**config.mk**
```make
export PLATFORM = sky130hd
export DESIGN_NAME = fmipc_match_unit
export DESIGN_NICKNAME = d
export VERILOG_FILES = /design/src/rtl/core/fmipc_pkg.sv /design/src/rtl/core/fmipc_match_unit.sv
export SDC_FILE = /design/constraint.sdc
export NUM_CORES = 1
export LEC_CHECK = 0
export BUFFER_PORTS_ARGS = -buffer_cell sky130_fd_sc_hd__buf_4
export CORE_AREA = 2 2 45 47
export DETAILED_ROUTE_END_ITERATION = 7
export DIE_AREA = 0 0 47 49
export GPL_TIMING_DRIVEN = 0
export PLACE_DENSITY = 0.86
export SLEW_MARGIN = 15
export SYNTH_ARGS = -nofsm -noshare
export SYNTH_HDL_FRONTEND = slang
export SYNTH_SLANG_ARGS = --single-unit
```
**constraint.sdc**
```tcl
create_clock -name vclk -period 3.4
set_input_delay 0.68 -clock vclk [all_inputs]
set_output_delay 0.68 -clock vclk [all_outputs]
set_load 0.005 [all_outputs]
```
**src/rtl/core/fmipc_pkg.sv**
```systemverilog
// Shared types and constants of the first-match IP prefix classifier.
`timescale 1ns / 1ps

package fmipc_pkg;

	// Field widths fixed by the request format
	localparam int ADDR_W     = 32;
	localparam int MATCH_W    = 16;
	localparam int ID_W       = 8;
	localparam int APP_W      = 8;
	localparam int SLOT_W     = 6;
	localparam int ACT_PORT_W = 32;
	localparam int COUNT_W    = 32;

	// Configuration port
	localparam int CFG_INDEX_W = 8;
	localparam int CFG_DATA_W  = 32;
	localparam logic [CFG_INDEX_W-1:0] REG_HTTP_APP_TYPE  = 8'd0;
	localparam logic [CFG_INDEX_W-1:0] REG_DEFAULT_ACTION = 8'd1;
	localparam logic [APP_W-1:0]       HTTP_APP_RESET     = 8'd1;

	// Operation codes
	localparam logic OP_CLASSIFY = 1'b0;
	localparam logic OP_WRITE    = 1'b1;

	// Result constants
	localparam logic [MATCH_W-1:0] CLEAR_BIT0 = 16'hfffe;
	localparam logic [ID_W-1:0]    MISS_ID    = 8'd255;

	// Match key of one rule
	typedef struct packed {
		logic              valid;
		logic [ADDR_W-1:0] net;
		logic [ADDR_W-1:0] mask;
	} rule_key_t;

endpackage

```
**src/rtl/core/fmipc_match_unit.sv**
```systemverilog
// Shared masked comparator: source address against one rule entry.
`timescale 1ns / 1ps

module fmipc_match_unit (
	input  logic [fmipc_pkg::ADDR_W-1:0] src_ip,
	input  fmipc_pkg::rule_key_t         key,
	output logic                         match
);
	import fmipc_pkg::*;

	// entry must be effective and agree on every masked bit
	assign match = key.valid && ((src_ip & key.mask) == (key.net & key.mask));

endmodule

```
==> metrics.txt, run 1 <==
filler instances 173; CP most frequent cell buf_4; RSZ-0062 raised after global routing no; IO buf count a little under 100; CP cell instances buf_4, xor2_1, a22o_1, a221oi_1, nand4_1, nor3_2, buf_4; FP Rows 16; 1st-iter DRT viols 4; final setup violation count 0; final-layout clock buffer total 0; CP max stage cell a221oi_1; crit path DAT 1.85 ns; Int Power roughly 0.1 mW; fraction of layout cells with a size suffix above 1 0.687; Distinct cells, synth 9; fin cells 177; P_sw 0.0436 mW; die area 2300 um2; Max Clk Rate 396 MHz; Worst setup EP type output port; seq_cells 0; Avg Inst Size Synth 8.95 um2; routed wire length 2.07 mm; DRT Pass-1 Iters 4; pwr dens 117 nW/um2; # IOs 98; Synth Area in XOR/XNOR 0.602; Nets between 200 and 250; hpwl dp 1.97 mm; vias after detailed routing 810; initial antenna violation count 0; proportion of synthesized area in mux cells 0; placed cells around 180; required time worst endpoint between 2 and 3 ns; max cap viols 0; warning count from the yosys run 0; setup TNS 0 ns; Synth Area in Compound Gates 0.328; Hold Crit Class primary input to output port; max-slew violations 0; cells after synthesis 52; final hold vios 0; largest family of logic cells by synthesized area XOR/XNOR gates; die height 49 um; Die Wd about 47 um; sw frac 0.303; Synth Net Count 149; clock power share 0; critical path's largest stage delay around 0.25 ns; antenna diode count 0; highest fanout seen on the critical path 1; overall routing resource usage 0.180; grt ovf 0; Synth Area in Simple Gates 0.0699; worst vdd ir 0.0648 mV; core area 1840 um2; Post-DRT Antenna Nets 0; Post-route DRC 0; Adder-Cell Fraction of Synth Area 0; first-pass GRT wire length 3.16 mm; sequential power share 0; final period utilization 0.743; Worst-Margin Slew 0.286 ns; CP startpoint kind primary input; vias per cell 4.58; Layout area overhead 165%; Synth area leader xor2_1; post-CTS sizing 0; Comb pwr share 1.000; max_slew headroom 0.809; mapped cell area around 470 um2; LEAKAGE 0.661 nW; final RePlAce weighted congestion 0.630; register area 0 um2; multi-input combinational cell area 465 um2; hold_buf cts 0; minimum clock period 2.53 ns; status finished, final reports clean; vias in the first global route 849; Starting Density 0.253; pin count of the biggest net entering global routing 2; wire length per cell ~12 um; post-synthesis sequential area ratio 0; post-CTS setup buffers 0; main area contributors after synthesis xor2_1, a221oi_2, a22o_1; CP Class primary input to output port; area fraction of the dominant cell type after synthesis 0.602
-- worst max-delay path, delay by kind of cell --
kind	cells	cell delay, ns
simple gates	2	0.31
buf+inv	2	0.24
compound gates	2	0.48
xor+xnor	1	0.15
-- power groups by stage --
| stage | Combinational (mW) | Sequential (mW) | Clock, mW |
|---|---|---|---|
| 2_1_floorplan | 0.0468 | 0 | 0 |
| 3_3_place_gp | 0.140 | 0 | 0 |
| 3_5_place_dp | 0.145 | 0 | 0 |
| 4_1_cts | 0.146 | 0 | 0 |
| 5_1_grt | 0.157 | 0 | 0 |
| 6_report | 0.144 | 0 | 0 |
-- cell usage after synthesis --
master    number
a221oi_1       1
a221oi_2       4
a222oi_1       1
a22o_1         5
a22oi_1        4
nand2_1        1
nand4_1        3
nor3_2         1
xor2_1        32
-- worst paths after layout --
| check | to | slack [ns] | start | cells after the start |
|---|---|---|---|---|
| worst max-delay path | match | 0.87 | src_ip[22] | 7 |
| worst min-delay path | match | 1.71 | key[64] | 4 |
-- placed cells by master, fill, tap and decap left out --
master	count
a222oi_1	1
nor3_2	1
nand2_1	1
a22o_1	5
a22oi_1	4
a221oi_2	4
nand4_1	3
buf_4	98
a221oi_1	1
xor2_1	32
-- final cells by class --
cell class                      count  area share
Tap cell                           27      0.0274
Multi-Input combinational cell     52       0.377
Timing Repair Buffer               98       0.596
-- layer usage --
layer / up-vias / GRT usage / routed length [um]
li1: 396 / - / -
met1: 358 / 0.144 / 543
met2: 50 / 0.400 / 1300
met3: 6 / 0.0148 / 181
met4: 0 / 0.0417 / 46
met5: - / 0 / 0
-- kinds of logic (layout without fill, tap and decap cells) --
group	count (synthesis)	count (layout)
AND/OR/NAND/NOR	5	5
AO/OA/AOI/OAI	15	15
buffers and inverters	0	98
XOR/XNOR	32	32
-- per-stage QoR --
stage	power [mW]	worst slack (ns)	cell area, um2	hold slack [ns]	util
floorplan	0.0468	1.22	465	1.47	-
global placement	0.140	0.906	1230	1.71	0.671
detailed placement	0.145	0.865	1230	1.71	0.671
CTS	0.146	0.859	1230	1.71	0.671
global route	0.157	0.720	1230	1.73	0.671
finish	0.144	0.874	1230	1.71	0.671
Note: power is estimated with default switching activity, not from simulation.
==> run 2: changes to the inputs <==
- CORE_AREA: 2 2 45 47 -> 2 2 47 49
- DIE_AREA: 0 0 47 49 -> 0 0 49 51
- PLACE_DENSITY: 0.86 -> 0.79
- clock period: 3.4 -> 2.4 ns (I/O delays scaled with it)
==> run 2 against run 1 <==
Compared with the run above: flip-flop and latch count stayed put; utilization is 7.1 points lower; routed wire length is 3.4% lower; critical path depth stayed put; cell area is 0.10% higher; count of clock-buffer cells in the layout stayed put; combinational power is 42% higher; sequential share of layout area stayed put; largest power group unchanged; non-clock buffer count stayed put; critical path type unchanged; via count is 3.6% lower; setup slack worse by 0.54 ns.
==> metrics.txt, run 2 (synthesized netlist as in run 1, its figures left out) <==
Post-route DRC 0; Starting Density 0.226; routed wire length about 2.0 mm; most common cell after layout, fill and taps aside buf_4; crit path DAT 1.59 ns; grt ovf 0; hpwl dp 1.87 mm; register area 0 um2; first-pass GRT wire length roughly 3.0 mm; seq_cells 0; CP Class primary input to output port; post-CTS setup buffers 0; die area 2500 um2; final period utilization 0.862; Post-DRT Antenna Nets 0; max_slew headroom 0.814; max cap viols 0; IO buf count 98; RSZ-0062 raised after global routing no; final total power 0.204 mW; final hold vios 0; Die Wd 49 um; required time worst endpoint around 1.9 ns; die height 51 um; vias in the first global route 762; Nets 249; LEAKAGE approximately 0.66 nW; final setup violation count 0; overall routing resource usage 0.146; # IOs between 90 and 100; DRT Pass-1 Iters 4; Layout Utilization 0.599; final RePlAce weighted congestion 0.627; Max Clk Rate approximately 480 MHz; post-CTS sizing 0; pin count of the biggest net entering global routing 2; hold_buf cts 0; Layout area overhead 166%; fraction of layout cells with a size suffix above 1 0.687; highest fanout seen on the critical path 1; Hold Crit Class primary input to output port; core area around 2100 um2; Worst setup EP type output port; vias after detailed routing 781; Worst-Margin Slew 0.278 ns; FP Rows 17; minimum clock period 2.07 ns; worst vdd ir 0.0815 mV; initial antenna violation count 0; CP startpoint kind primary input; most frequent cells in the layout buf_4, xor2_1, a22o_1; status finished, final reports clean; wire length per cell roughly 11 um; setup TNS 0 ns; vias per cell 4.39; max-slew violations 0; antenna diode count 0; 1st-iter DRT viols 9; final-layout clock buffer total 0; pwr dens 165 nW/um2
run 2: cell counts in the layout (fill, tap and decap cells not counted):
No cell type changed its count.
run 2: path summary, 6_finish.rpt:
path	from	to	slack, ns	depth (start not counted)
worst max-delay path	src_ip[24]	match	0.33	7
worst min-delay path	key[64]	match	1.32	4
run 2: critical path, cell delays in order:
cell and delay (ns):
buf_4 0.11, xor2_1 0.15, a22o_1 0.23, a221oi_2 0.18, nand4_1 0.15, nor3_2 0.16
buf_4 0.13
run 2: layout make-up:
class | instances | area (um2)
tap | 28 | 35.0
multi-input combinational | 52 | 465
fill | 188 | 827
timing repair buffer | 98 | 736
run 2: through the flow:
step	cell area, um2	instances	hold WS (ns)	worst slack (ns)
floorplan	465	52	1.07	0.620
global placement	1240	178	1.32	0.312
detailed placement	1240	178	1.32	0.292
CTS	1240	178	1.32	0.290
global route	1240	178	1.34	0.212
finish	1240	178	1.32	0.332
run 2: report_power, final:
group	internal, mW	switching [mW]
registers	0	0
clock network	0	0
logic	0.142	0.0612
run 2: layer usage:
metal  vias to the layer above  global-route usage  share of wire
met1                       342               0.133           0.31
li1                        396                   -              -
met2                        43               0.340           0.61
met4                         0             0.00952              0
met3                         0              0.0205          0.078
met5                         -                   0              0
==> run 3: changes to the inputs <==
- SETUP_SLACK_MARGIN: default -> 0.4
==> run 3 against run 2 <==
Compared with the run above: first-iteration DRC count grew 11%; power is 2.3% higher; setup slack improved by 0.050 ns; utilization up 1.0 points; count of clock-buffer cells in the layout did not move; global-route usage up 0.37 points; routed wire length grew 2.3%; fmax rose by 2.5%; die area unchanged; sequential share of layout area did not move; critical endpoint unchanged; largest power group unchanged.
==> metrics.txt, run 3 (synthesized netlist as in run 1, its figures left out) <==
final total power roughly 0.21 mW; most frequent cells in the layout buf_4, xor2_1, a22o_1, a221oi_2; critical path's top delay family compound AO/OA/AOI/OAI gates; CP cell instances buf_6, xor2_1, a22o_1, a221oi_2, nand4_1, nor3_2, buf_4; hold_buf cts 0; DRT Pass-1 Iters 4; minimum clock period a little over 2 ns; final-layout clock buffer total 0; FP Rows 17; first-pass GRT wire length 3.04 mm; seq_cells 0; IO buf count 98; antenna diode count 0; most common cell after layout, fill and taps aside buf_4; critical path's largest stage delay 0.21 ns; Buffers & Inverters on Critical Path 2; Layout Utilization 0.609; Post-route DRC 0; required time worst endpoint 1.92 ns; RSZ-0062 raised after global routing yes; vias per cell 4.39; crit path DAT between 1.5 and 2 ns; CP max stage cell a22o_1; final RePlAce weighted congestion ~0.63; Starting Density 0.226; Hold Crit Class primary input to output port; worst vdd ir just over 0.08 mV; setup TNS 0 ns; core area slightly above 2000 um2; final setup violation count 0; die area 2500 um2; Die Wd a little under 50 um; post-CTS setup buffers 0; final period utilization 0.841; highest fanout seen on the critical path 1; CP Class primary input to output port; hpwl dp ~1.9 mm; Post-DRT Antenna Nets 0; pin count of the biggest net entering global routing 2; vias after detailed routing 781; overall routing resource usage 0.150; CP startpoint kind primary input; die height 51 um; Max Clk Rate 496 MHz; Layout area overhead 170%; fin cells 178; worst hold path startpoint key[64]; max-slew violations 0; fraction of layout cells with a size suffix above 1 0.693; crit path from key[54]; Worst Hold Path EP match; max_slew headroom 0.812; Worst-Margin Slew 0.282 ns; register area 0 um2; vias in the first global route between 700 and 800; max cap viols 0; grt ovf 0; routed wire length slightly above 2 mm; Nets between 200 and 250; placed cells around 180; final hold vios 0; LEAKAGE 0.668 nW; Worst setup EP type output port; Hold Crit Depth 4; # IOs 98; 1st-iter DRT viols 10; status finished, final reports clean; pwr dens 166 nW/um2; wire length per cell 11.5 um; initial antenna violation count 0
-- run 3: cell count changes in the layout (fill, tap and decap cells not counted) --
cell / change
buf_4: -4
buf_6: +4
a221oi_1: -1
a221oi_2: +1
-- run 3: tightest hold or removal path: cells and delay by family --
family                 cells  cell delay [ns]
buffers and inverters      2             0.23
and+or+nand+nor            2             0.13
-- run 3: through the flow --
stage | hold WS, ns | cell area [um2] | worst slack (ns)
after floorplan | 1.07 | 465 | 0.620
after global placement | 1.32 | 1240 | 0.312
after detailed placement | 1.32 | 1240 | 0.292
after CTS | 1.32 | 1260 | 0.376
after global routing | 1.34 | 1260 | 0.285
final | 1.32 | 1260 | 0.382
-- run 3: metal layers --
layer,up-vias,track usage,share of wire
met3,0,0.0205,0.077
met4,0,0.00952,0
met2,43,0.356,0.62
li1,396,-,-
met1,342,0.132,0.30
met5,-,0,0
-- run 3: final cells by class --
| type | instances | area (um2) |
|---|---|---|
| Fill cell | 187 | 806 |
| Multi-Input combinational cell | 52 | 472 |
| Tap cell | 28 | 35.0 |
| Timing Repair Buffer | 98 | 751 |
-- run 3: power breakdown --
| group | switching [mW] | total, mW | internal (mW) | leakage, nW |
|---|---|---|---|---|
| registers | 0 | 0 | 0 | 0 |
| logic | 0.0630 | 0.208 | 0.145 | 0.668 |
| clock network | 0 | 0 | 0 | 0 |
| total | 0.0630 | 0.208 | 0.145 | 0.668 |
-- run 3: worst max path at each step --
stage	end	cells after the start
after floorplan	match	5
after global placement	match	7
after CTS	match	7
after global routing	match	7
after detailed placement	match	7
final	match	7
-- run 3: timing repair --
item,in CTS,in global routing
gates resized for setup,5,0
endpoints found under the setup margin,1,1
pin swaps,10,1
